<file path="config.mk">
export PLATFORM = sky130hd
export DESIGN_NAME = gradient_norm_clipper_unit
export DESIGN_NICKNAME = d
export VERILOG_FILES = /design/src/gnc_pkg.sv /design/src/gnc_iter_unit.sv /design/src/gradient_norm_clipper_unit.sv
export SDC_FILE = /design/constraint.sdc
export NUM_CORES = 2
export LEC_CHECK = 0
export BUFFER_PORTS_ARGS = -buffer_cell sky130_fd_sc_hd__buf_2
export CORE_ASPECT_RATIO = 0.8
export CORE_MARGIN = 2
export CORE_UTILIZATION = 65
export CTS_BUF_LIST = sky130_fd_sc_hd__clkbuf_8 sky130_fd_sc_hd__clkbuf_16
export CTS_CLUSTER_SIZE = 16
export DETAILED_ROUTE_END_ITERATION = 6
export HOLD_SLACK_MARGIN = 0.06
export PLACE_DENSITY = 0.8
export SLEW_MARGIN = 5
export SYNTH_ARGS = -nofsm -noshare
export SYNTH_HDL_FRONTEND = slang
export SYNTH_SLANG_ARGS = --single-unit
</file>
<file path="constraint.sdc">
create_clock -name clk -period 10.11 [get_ports clk]
set_clock_uncertainty 0.15 [all_clocks]
set_input_delay 0 -clock clk [delete_from_list [all_inputs] [get_ports clk]]
set_output_delay 0 -clock clk [all_outputs]
set_load 0.005 [all_outputs]
</file>
<file path="src/gnc_pkg.sv">
// Shared constants and control types for the gradient norm clipper.
package gnc_pkg;

    // Fraction bits of the gradient and norm format (Q8.24 by default)
    localparam int FRAC_BITS = 24;

    // Fixed field widths
    localparam int VALUE_W = 32;
    localparam int SUM_W   = 2 * VALUE_W;
    localparam int PROD_W  = 2 * VALUE_W;
    localparam int SCALE_W = FRAC_BITS + 1;

    // Epsilon of 1e-6, rounded to the nearest LSB
    localparam longint EPS_LSB_L = ((longint'(1) << FRAC_BITS) + 500000) / 1000000;
    localparam logic [VALUE_W:0] EPS_LSB = (VALUE_W + 1)'(EPS_LSB_L);

    // 1.0 in the scale format and the reset value of the maximum norm
    localparam logic [SCALE_W-1:0] SCALE_ONE      = SCALE_W'(longint'(1) << FRAC_BITS);
    localparam logic [VALUE_W-1:0] MAX_NORM_RESET = VALUE_W'(longint'(1) << FRAC_BITS);
    localparam logic [PROD_W-1:0]  ROUND_HALF     = PROD_W'(longint'(1) << (FRAC_BITS - 1));

    // Iteration counts of the shared root / divide unit
    localparam int ROOT_STEPS = SUM_W / 2;
    localparam int DIV_STEPS  = FRAC_BITS;
    localparam int CNT_W      = $clog2(ROOT_STEPS);

    // Command codes carried in the input tuser
    localparam logic CMD_ACCUM = 1'b0;
    localparam logic CMD_SCALE = 1'b1;

    // Request from the sequencer to the iterative unit
    typedef struct packed {
        logic start;
        logic is_div;
    } iter_ctl_t;

    // Status back from the iterative unit
    typedef struct packed {
        logic busy;
        logic done;
    } iter_stat_t;

endpackage

</file>
<file path="src/gnc_iter_unit.sv">
// Shared shift/subtract unit: bit-serial square root and restoring division.
module gnc_iter_unit
(
    input  logic                        clk,
    input  logic                        rst_n,
    input  gnc_pkg::iter_ctl_t          ctl,
    input  logic [gnc_pkg::SUM_W-1:0]   radicand,
    input  logic [gnc_pkg::VALUE_W-1:0] dividend,
    input  logic [gnc_pkg::VALUE_W:0]   divisor,
    output gnc_pkg::iter_stat_t         stat,
    output logic [gnc_pkg::VALUE_W-1:0] result
);

    localparam int REM_W = gnc_pkg::VALUE_W + 3;

    logic                         busy_reg, busy_next;
    logic                         done_reg, done_next;
    logic                         is_div_reg, is_div_next;
    logic [gnc_pkg::CNT_W-1:0]    cnt_reg, cnt_next;
    logic [REM_W-1:0]             rem_reg, rem_next;
    logic [gnc_pkg::SUM_W-1:0]    src_reg, src_next;
    logic [gnc_pkg::VALUE_W:0]    den_reg, den_next;
    logic [gnc_pkg::VALUE_W-1:0]  res_reg, res_next;

    logic [REM_W-1:0]             op_a;
    logic [REM_W-1:0]             op_b;
    logic [REM_W:0]               diff;
    logic                         ge;

    // One trial subtract per cycle: root takes two radicand bits, divide one zero bit
    always_comb
    begin
        if (is_div_reg)
        begin
            op_a = {rem_reg[REM_W-2:0], 1'b0};
            op_b = {2'b00, den_reg};
        end
        else
        begin
            op_a = {rem_reg[REM_W-3:0], src_reg[gnc_pkg::SUM_W-1 -: 2]};
            op_b = {1'b0, res_reg, 2'b01};
        end
        diff = {1'b0, op_a} - {1'b0, op_b};
        ge   = ~diff[REM_W];
    end

    // Sequencing of the iterations
    always_comb
    begin
        busy_next   = busy_reg;
        done_next   = 1'b0;
        is_div_next = is_div_reg;
        cnt_next    = cnt_reg;
        rem_next    = rem_reg;
        src_next    = src_reg;
        den_next    = den_reg;
        res_next    = res_reg;
        if (ctl.start)
        begin
            busy_next   = 1'b1;
            is_div_next = ctl.is_div;
            res_next    = '0;
            src_next    = radicand;
            den_next    = divisor;
            if (ctl.is_div)
            begin
                cnt_next = gnc_pkg::CNT_W'(gnc_pkg::DIV_STEPS - 1);
                rem_next = REM_W'(dividend);
            end
            else
            begin
                cnt_next = gnc_pkg::CNT_W'(gnc_pkg::ROOT_STEPS - 1);
                rem_next = '0;
            end
        end
        else if (busy_reg)
        begin
            rem_next = ge ? diff[REM_W-1:0] : op_a;
            res_next = {res_reg[gnc_pkg::VALUE_W-2:0], ge};
            src_next = {src_reg[gnc_pkg::SUM_W-3:0], 2'b00};
            cnt_next = cnt_reg - 1'b1;
            if (cnt_reg == '0)
            begin
                busy_next = 1'b0;
                done_next = 1'b1;
            end
        end
    end

    // Control registers
    always_ff @(posedge clk or negedge rst_n)
    begin
        if (!rst_n)
        begin
            busy_reg   <= 1'b0;
            done_reg   <= 1'b0;
            is_div_reg <= 1'b0;
            cnt_reg    <= '0;
        end
        else
        begin
            busy_reg   <= busy_next;
            done_reg   <= done_next;
            is_div_reg <= is_div_next;
            cnt_reg    <= cnt_next;
        end
    end

    // Datapath registers
    always_ff @(posedge clk)
    begin
        rem_reg <= rem_next;
        src_reg <= src_next;
        den_reg <= den_next;
        res_reg <= res_next;
    end

    assign stat.busy = busy_reg;
    assign stat.done = done_reg;
    assign result    = res_reg;

endmodule

</file>
<file path="src/gradient_norm_clipper_unit.sv">
// Top level of the global gradient norm clipper: sequencer, multiplier and stream ports.
//
// Channel   Dir  Word contents                                   Handshake
// s_axis    in   tdata: grad_value; tuser: cmd, set_start        tvalid/tready
// m_axis    out  tdata: scaled_value, norm_value; tuser: clip    tvalid/tready
// max_norm  in   max_norm_wr_data                                max_norm_wr_en
//
// Accumulate words take the multiply and accumulate steps, scale words with a known
// norm the multiply and round steps. The first scale word after an accumulate adds
// the square root and, when clipping applies, the scale division; both run on one shared
// shift/subtract unit. A full output register stalls a scale word in its last step.
// rst_n clears the sum, the held norm and scale state, and sets max_norm to 1.0.
module gradient_norm_clipper_unit
(
    input  logic        clk,
    input  logic        rst_n,
    input  logic        s_axis_tvalid,
    output logic        s_axis_tready,
    input  logic [31:0] s_axis_tdata,     // [31:0] grad_value
    input  logic [1:0]  s_axis_tuser,     // [0] cmd, [1] set_start
    output logic        m_axis_tvalid,
    input  logic        m_axis_tready,
    output logic [63:0] m_axis_tdata,     // [31:0] scaled_value, [63:32] norm_value
    output logic        m_axis_tuser,     // [0] was_clipped
    input  logic        max_norm_wr_en,
    input  logic [31:0] max_norm_wr_data
);

    localparam int VW = gnc_pkg::VALUE_W;

    typedef enum logic [5:0] {
        ST_IDLE = 6'b000001,
        ST_MUL  = 6'b000010,
        ST_ACC  = 6'b000100,
        ST_ROOT = 6'b001000,
        ST_DIV  = 6'b010000,
        ST_RND  = 6'b100000
    } state_t;

    state_t                            state_reg, state_next;
    logic [VW-1:0]                     max_norm_reg;
    logic [gnc_pkg::SUM_W-1:0]         sum_reg, sum_next;
    logic [gnc_pkg::SCALE_W-1:0]       scale_reg, scale_next;
    logic                              scale_ready_reg, scale_ready_next;
    logic                              clip_reg, clip_next;
    logic [VW-1:0]                     norm_reg, norm_next;
    logic                              cmd_reg, start_reg, neg_reg;
    logic [VW-1:0]                     raw_reg, mag_reg;
    logic [gnc_pkg::PROD_W-1:0]        prod_reg;
    logic                              out_valid_reg, out_valid_next;
    logic [VW-1:0]                     out_scaled_reg, out_norm_reg;
    logic                              out_clip_reg;

    logic [VW-1:0]                     in_mag;
    logic [VW-1:0]                     mul_b;
    logic [gnc_pkg::PROD_W-1:0]        prod_next;
    logic [gnc_pkg::SUM_W:0]           sum_add;
    logic [gnc_pkg::PROD_W-1:0]        rounded;
    logic [VW-1:0]                     round_mag;
    logic [VW-1:0]                     scaled_val;
    logic                              accept;
    logic                              out_load;
    gnc_pkg::iter_ctl_t                iter_ctl;
    gnc_pkg::iter_stat_t               iter_stat;
    logic [VW-1:0]                     iter_res;

    // Shared root / divide unit
    gnc_iter_unit u_iter
    (
        .clk      (clk),
        .rst_n    (rst_n),
        .ctl      (iter_ctl),
        .radicand (sum_reg),
        .dividend (max_norm_reg),
        .divisor  ({1'b0, iter_res} + gnc_pkg::EPS_LSB),
        .stat     (iter_stat),
        .result   (iter_res)
    );

    assign s_axis_tready = (state_reg == ST_IDLE);
    assign accept        = s_axis_tvalid && s_axis_tready;
    assign in_mag        = s_axis_tdata[VW-1] ? (~s_axis_tdata + 1'b1) : s_axis_tdata;

    // Shared multiplier: square on accumulate, scale on emit
    assign mul_b     = (cmd_reg == gnc_pkg::CMD_SCALE) ? VW'(scale_reg) : mag_reg;
    assign prod_next = gnc_pkg::PROD_W'(mag_reg) * gnc_pkg::PROD_W'(mul_b);

    // Saturating sum of squares
    assign sum_add = {1'b0, (start_reg ? {gnc_pkg::SUM_W{1'b0}} : sum_reg)} + {1'b0, prod_reg};

    // Round magnitude to nearest, ties away, then restore sign
    assign rounded    = prod_reg + gnc_pkg::ROUND_HALF;
    assign round_mag  = rounded[gnc_pkg::FRAC_BITS +: VW];
    assign scaled_val = clip_reg ? (neg_reg ? (~round_mag + 1'b1) : round_mag) : raw_reg;

    assign out_load = (state_reg == ST_RND) && (!out_valid_reg || m_axis_tready);

    // Sequencer
    always_comb
    begin
        state_next       = state_reg;
        sum_next         = sum_reg;
        scale_next       = scale_reg;
        scale_ready_next = scale_ready_reg;
        clip_next        = clip_reg;
        norm_next        = norm_reg;
        iter_ctl         = '0;
        case (state_reg)
            ST_IDLE:
            begin
                if (accept)
                begin
                    if (s_axis_tuser[0] == gnc_pkg::CMD_SCALE && !scale_ready_reg)
                    begin
                        iter_ctl.start = 1'b1;
                        state_next     = ST_ROOT;
                    end
                    else
                    begin
                        state_next = ST_MUL;
                    end
                end
            end
            ST_MUL:
            begin
                state_next = (cmd_reg == gnc_pkg::CMD_SCALE) ? ST_RND : ST_ACC;
            end
            ST_ACC:
            begin
                sum_next         = sum_add[gnc_pkg::SUM_W] ? '1 : sum_add[gnc_pkg::SUM_W-1:0];
                scale_ready_next = 1'b0;
                state_next       = ST_IDLE;
            end
            ST_ROOT:
            begin
                if (iter_stat.done)
                begin
                    norm_next = iter_res;
                    if (iter_res > max_norm_reg)
                    begin
                        iter_ctl.start  = 1'b1;
                        iter_ctl.is_div = 1'b1;
                        state_next      = ST_DIV;
                    end
                    else
                    begin
                        scale_next       = gnc_pkg::SCALE_ONE;
                        clip_next        = 1'b0;
                        scale_ready_next = 1'b1;
                        state_next       = ST_MUL;
                    end
                end
            end
            ST_DIV:
            begin
                if (iter_stat.done)
                begin
                    scale_next       = iter_res[gnc_pkg::SCALE_W-1:0];
                    clip_next        = 1'b1;
                    scale_ready_next = 1'b1;
                    state_next       = ST_MUL;
                end
            end
            ST_RND:
            begin
                if (out_load)
                begin
                    state_next = ST_IDLE;
                end
            end
            default:
            begin
                state_next = ST_IDLE;
            end
        endcase
    end

    // Output register valid
    always_comb
    begin
        out_valid_next = out_valid_reg;
        if (m_axis_tready)
        begin
            out_valid_next = 1'b0;
        end
        if (out_load)
        begin
            out_valid_next = 1'b1;
        end
    end

    // Control and state registers
    always_ff @(posedge clk or negedge rst_n)
    begin
        if (!rst_n)
        begin
            state_reg       <= ST_IDLE;
            max_norm_reg    <= gnc_pkg::MAX_NORM_RESET;
            sum_reg         <= '0;
            scale_reg       <= gnc_pkg::SCALE_ONE;
            scale_ready_reg <= 1'b0;
            clip_reg        <= 1'b0;
            norm_reg        <= '0;
            out_valid_reg   <= 1'b0;
        end
        else
        begin
            state_reg       <= state_next;
            sum_reg         <= sum_next;
            scale_reg       <= scale_next;
            scale_ready_reg <= scale_ready_next;
            clip_reg        <= clip_next;
            norm_reg        <= norm_next;
            out_valid_reg   <= out_valid_next;
            if (max_norm_wr_en)
            begin
                max_norm_reg <= max_norm_wr_data;
            end
        end
    end

    // Input word, product and output payload
    always_ff @(posedge clk)
    begin
        if (accept)
        begin
            cmd_reg   <= s_axis_tuser[0];
            start_reg <= s_axis_tuser[1];
            neg_reg   <= s_axis_tdata[VW-1];
            raw_reg   <= s_axis_tdata;
            mag_reg   <= in_mag;
        end
        if (state_reg == ST_MUL)
        begin
            prod_reg <= prod_next;
        end
        if (out_load)
        begin
            out_scaled_reg <= scaled_val;
            out_norm_reg   <= norm_reg;
            out_clip_reg   <= clip_reg;
        end
    end

    assign m_axis_tvalid = out_valid_reg;
    assign m_axis_tdata  = {out_norm_reg, out_scaled_reg};
    assign m_axis_tuser  = out_clip_reg;

    // The root/divide unit only runs while the sequencer waits on it
    a_iter_idle: assert property (@(posedge clk) disable iff (!rst_n)
        iter_stat.busy |-> !s_axis_tready)
        else $error("iterative unit busy while input is open");

    // Completion only arrives in a waiting state
    a_done_state: assert property (@(posedge clk) disable iff (!rst_n)
        iter_stat.done |-> (state_reg == ST_ROOT || state_reg == ST_DIV))
        else $error("iterative unit done outside root or divide step");

    // An accumulate always invalidates the held scale
    a_acc_clears: assert property (@(posedge clk) disable iff (!rst_n)
        (state_reg == ST_ACC) |=> !scale_ready_reg)
        else $error("scale still marked ready after accumulate");

    // A clipped word carries a nonzero norm
    a_clip_norm: assert property (@(posedge clk) disable iff (!rst_n)
        (m_axis_tvalid && m_axis_tuser) |-> (m_axis_tdata[63:32] != '0))
        else $error("clipped word with zero norm");

endmodule
</file>
==> impl_metrics.env <==
export IMPL_vias_per_cell=6.21
export IMPL_fin_crit_sh_pct=95.7
export IMPL_timing_rr_start="cmd_reg$_DFFE_PP_"
export IMPL_synth_edf_count=325
export IMPL_first_global_vias=51100
export IMPL_crit_path_top_delay_cell="edfxtp_1"
export IMPL_cts_setup_buffers=0
export IMPL_core_area_um2=95300
export IMPL_whs_endpoint="mag_reg[15]$_DFFE_PP_"
export IMPL_initial_core_util_pct=65.8
export IMPL_cts_clk_slew_worst_paths_ns=0.08
export IMPL_grt_use_total_pct=39.0
export IMPL_num_vias=49400
export IMPL_clockBufferDepth=3
export IMPL_grt_overflow=0
export IMPL_nets=7983
export IMPL_grt_setup_unrepaired="false"
export IMPL_die_w_um=351
export IMPL_grt_antenna_before_repair=11
export IMPL_first_pass_iters=7
export IMPL_drive_above_1_share_pct=7.39
export IMPL_wl_per_cell_um=23.8
export IMPL_dpl_hpwl_um=134000
export IMPL_totalWireLength_um=189000
export IMPL_ant_nets=0
export IMPL_synthArstFlopShare_pct=32.3
export IMPL_cts_hold_fix_buffers=198
export IMPL_grt_max_degree=85
export IMPL_critPathBufInv=6
export IMPL_cp_max_fo=31
export IMPL_seq_area_frac_synth_pct=23.4
export IMPL_ios=138
export IMPL_drv_cap=0
export IMPL_gp_congestion=0.992
export IMPL_syn_cell_area_um2=62700
export IMPL_grt_pass1_wl_um=293000
export IMPL_worstHoldStart="s_axis_tdata[15]"
export IMPL_timing_fmax_ghz=0.103
export IMPL_finalSetupViolCount=0
export IMPL_syn_nets=7882
export IMPL_tightest_slew_ns=1.34
export IMPL_violations="DRC"
export IMPL_yosys_warnings=0
export IMPL_status="finished, violations left"
export IMPL_clk_latency_ns=0.64
export IMPL_numCtsBuffers=55
export IMPL_critical_path_top_delay_family="adder cells"
export IMPL_setup_tns_ns=0
export IMPL_post_route_drc_count=17
export IMPL_dieArea_um2=98900
export IMPL_cts_max_level=2
export IMPL_worstPathRequired_ns=10.32
export IMPL_fp_dieH_um=282
export IMPL_drtIter0Drc=6038
export IMPL_rrSetupSlack_ns=0.44
export IMPL_clock_root_buffer="clkbuf_16"
export IMPL_finalMaxSlewViolations=0
export IMPL_nFillCells=6907
export IMPL_netlist_instances=6515
export IMPL_syn_to_final_growth_pct=8.82
export IMPL_cp_slowest_stage_delay_ns=0.67
export IMPL_ys_types=98
export IMPL_io_buffers=137
export IMPL_critPathKind="register to register"
export IMPL_finalHoldViolations=0
export IMPL_worstHoldPathType="input pin to register"
export IMPL_avgSynthCellArea_um2=9.62
export IMPL_ys_flop_type="edfxtp_1"
export IMPL_maxSlewHeadroom_pct=9.51
export IMPL_r2r_end="prod_reg[60]$_DFFE_PN_"
export IMPL_rows=101
export IMPL_ctsResizeCount=0
export IMPL_path_common_cell="fa_1"
export IMPL_reg2reg_depth=27
export IMPL_clock_sinks=527
export IMPL_period_needed_ns=9.67
export IMPL_yosys_register_bits=527
export IMPL_startpoint_type="register"
export IMPL_cp_end_kind="register"
export IMPL_arrival_ns=9.88
export IMPL_cts_tree="done"
export IMPL_min_delay_path_depth=3
-- area by class of cell --
type | instances | area (um^2) | area share [%]
antenna | 2 | 5.00 | 0.00734
clock buffer | 67 | 1620 | 2.38
clock inverter | 35 | 319 | 0.468
inverter | 969 | 3640 | 5.34
multi-input combinational | 4643 | 43000 | 63.1
sequential | 527 | 14700 | 21.5
tap | 1287 | 1610 | 2.36
timing repair buffer | 420 | 3330 | 4.88
-- kinds of logic after synthesis --
group	share of synthesized area, %
AND/OR/NAND/NOR	16.4
buffers and inverters	8.10
adder cells (fa/ha/maj)	36.6
AO/OA/AOI/OAI	8.66
flip-flops	23.4
XOR/XNOR	3.71
multiplexers	3.16
-- cell usage in the layout, fill, tap and decap left out, types with 72 or more instances in the layout --
| master | netlist | routed |
|---|---|---|
| nor2b_1 | 159 | 152 |
| a21o_1 | 113 | 113 |
| xor2_1 | 91 | 91 |
| nor2_1 | 219 | 219 |
| a21oi_1 | 215 | 215 |
| nand2_1 | 855 | 854 |
| fa_1 | 898 | 898 |
| edfxtp_1 | 325 | 325 |
| and2_1 | 506 | 505 |
| dlygate4sd3_1 | 0 | 197 |
| buf_2 | 16 | 136 |
| inv_1 | 968 | 972 |
| ha_1 | 398 | 398 |
| o21ai_0 | 148 | 148 |
| buf_4 | 2 | 85 |
| xnor2_1 | 172 | 172 |
| mux2_2 | 110 | 110 |
| mux2i_1 | 74 | 72 |
| dfrtp_1 | 167 | 165 |
-- worst reg2reg max path, cell delays in order (launching register included) --
cell and delay (ns):
edfxtp_1 0.67, buf_4 0.28, mux2_2 0.60, and2_1 0.29
fa_1 0.56, fa_1 0.45, fa_1 0.51, inv_1 0.05
fa_1 0.48, inv_1 0.06, fa_1 0.49, inv_1 0.06
fa_1 0.53, inv_1 0.05, fa_1 0.50, fa_1 0.45
ha_1 0.35, inv_1 0.13, o21bai_1 0.08, a21oi_1 0.20
nor4b_1 0.65, o31ai_1 0.29, o211ai_1 0.33, a21boi_1 0.13
o21ai_0 0.29, a21oi_1 0.20, a311o_1 0.42, xor2_1 0.15
-- synth_stat cells (17+ instances only) --
cell type,count,share of area (%)
nor2b_1,159,1.6
nor4_1,17,0.17
ha_1,398,7.9
nand4_1,60,0.60
xor2_1,91,1.3
mux2i_1,74,1.2
fa_1,898,29
nor2_1,219,1.3
a22o_1,34,0.48
xnor2_1,172,2.4
buf_1,21,0.13
mux2_2,110,2.0
o21ai_1,43,0.34
o21ai_0,148,1.2
nand2b_1,30,0.30
and2_1,506,5.1
and3_1,32,0.32
nand3_1,63,0.50
o21bai_1,33,0.40
nor3_1,29,0.23
clkbuf_1,335,2.0
inv_1,968,5.8
dfrtp_1,167,6.7
nand2_1,855,5.1
o31ai_1,24,0.29
dfxtp_1,32,1.0
a21oi_1,215,1.7
a31oi_1,68,0.68
or3_1,18,0.18
a21o_1,113,1.4
edfxtp_1,325,16
o21a_1,34,0.41
-- worst max-delay path by stage --
stage                     cells past startpoint                      to  slack (ns)              start
after floorplan                              27  prod_reg[63]$_DFFE_PN_        1.62  cmd_reg$_DFFE_PP_
after global placement                       27  prod_reg[60]$_DFFE_PN_        0.81  cmd_reg$_DFFE_PP_
after detailed placement                     27  prod_reg[60]$_DFFE_PN_        0.60  cmd_reg$_DFFE_PP_
after CTS                                    27  prod_reg[60]$_DFFE_PN_        0.56  cmd_reg$_DFFE_PP_
after global routing                         27  prod_reg[60]$_DFFE_PN_        0.12  cmd_reg$_DFFE_PP_
final                                        27  prod_reg[60]$_DFFE_PN_        0.44  cmd_reg$_DFFE_PP_
-- per-layer routing --
layer  wire (um)  track usage (%)
met1       72900             53.2
met5          89                0
met2       83300             59.1
met4       12100             21.1
met3       21000             8.00
-- per-stage QoR --
step / instances / cell area [um^2] / util (%) / hold WS, ns / setup slack, ns
after global placement: 7648 / 64300 / 67.4 / -0.155 / 0.809
after global routing: 7950 / 68200 / 71.6 / 0.121 / 0.124
after floorplan: 6515 / 62700 / - / -0.446 / 1.62
final: 7950 / 68200 / 71.6 / 0.114 / 0.438
after CTS: 7948 / 68200 / 71.6 / 0.0800 / 0.558
after detailed placement: 7648 / 64300 / 67.4 / -0.150 / 0.595
Power is left out: the tool's default activity adds up to more than one toggle a clock period on the data nets, which glitch-free logic cannot reach.
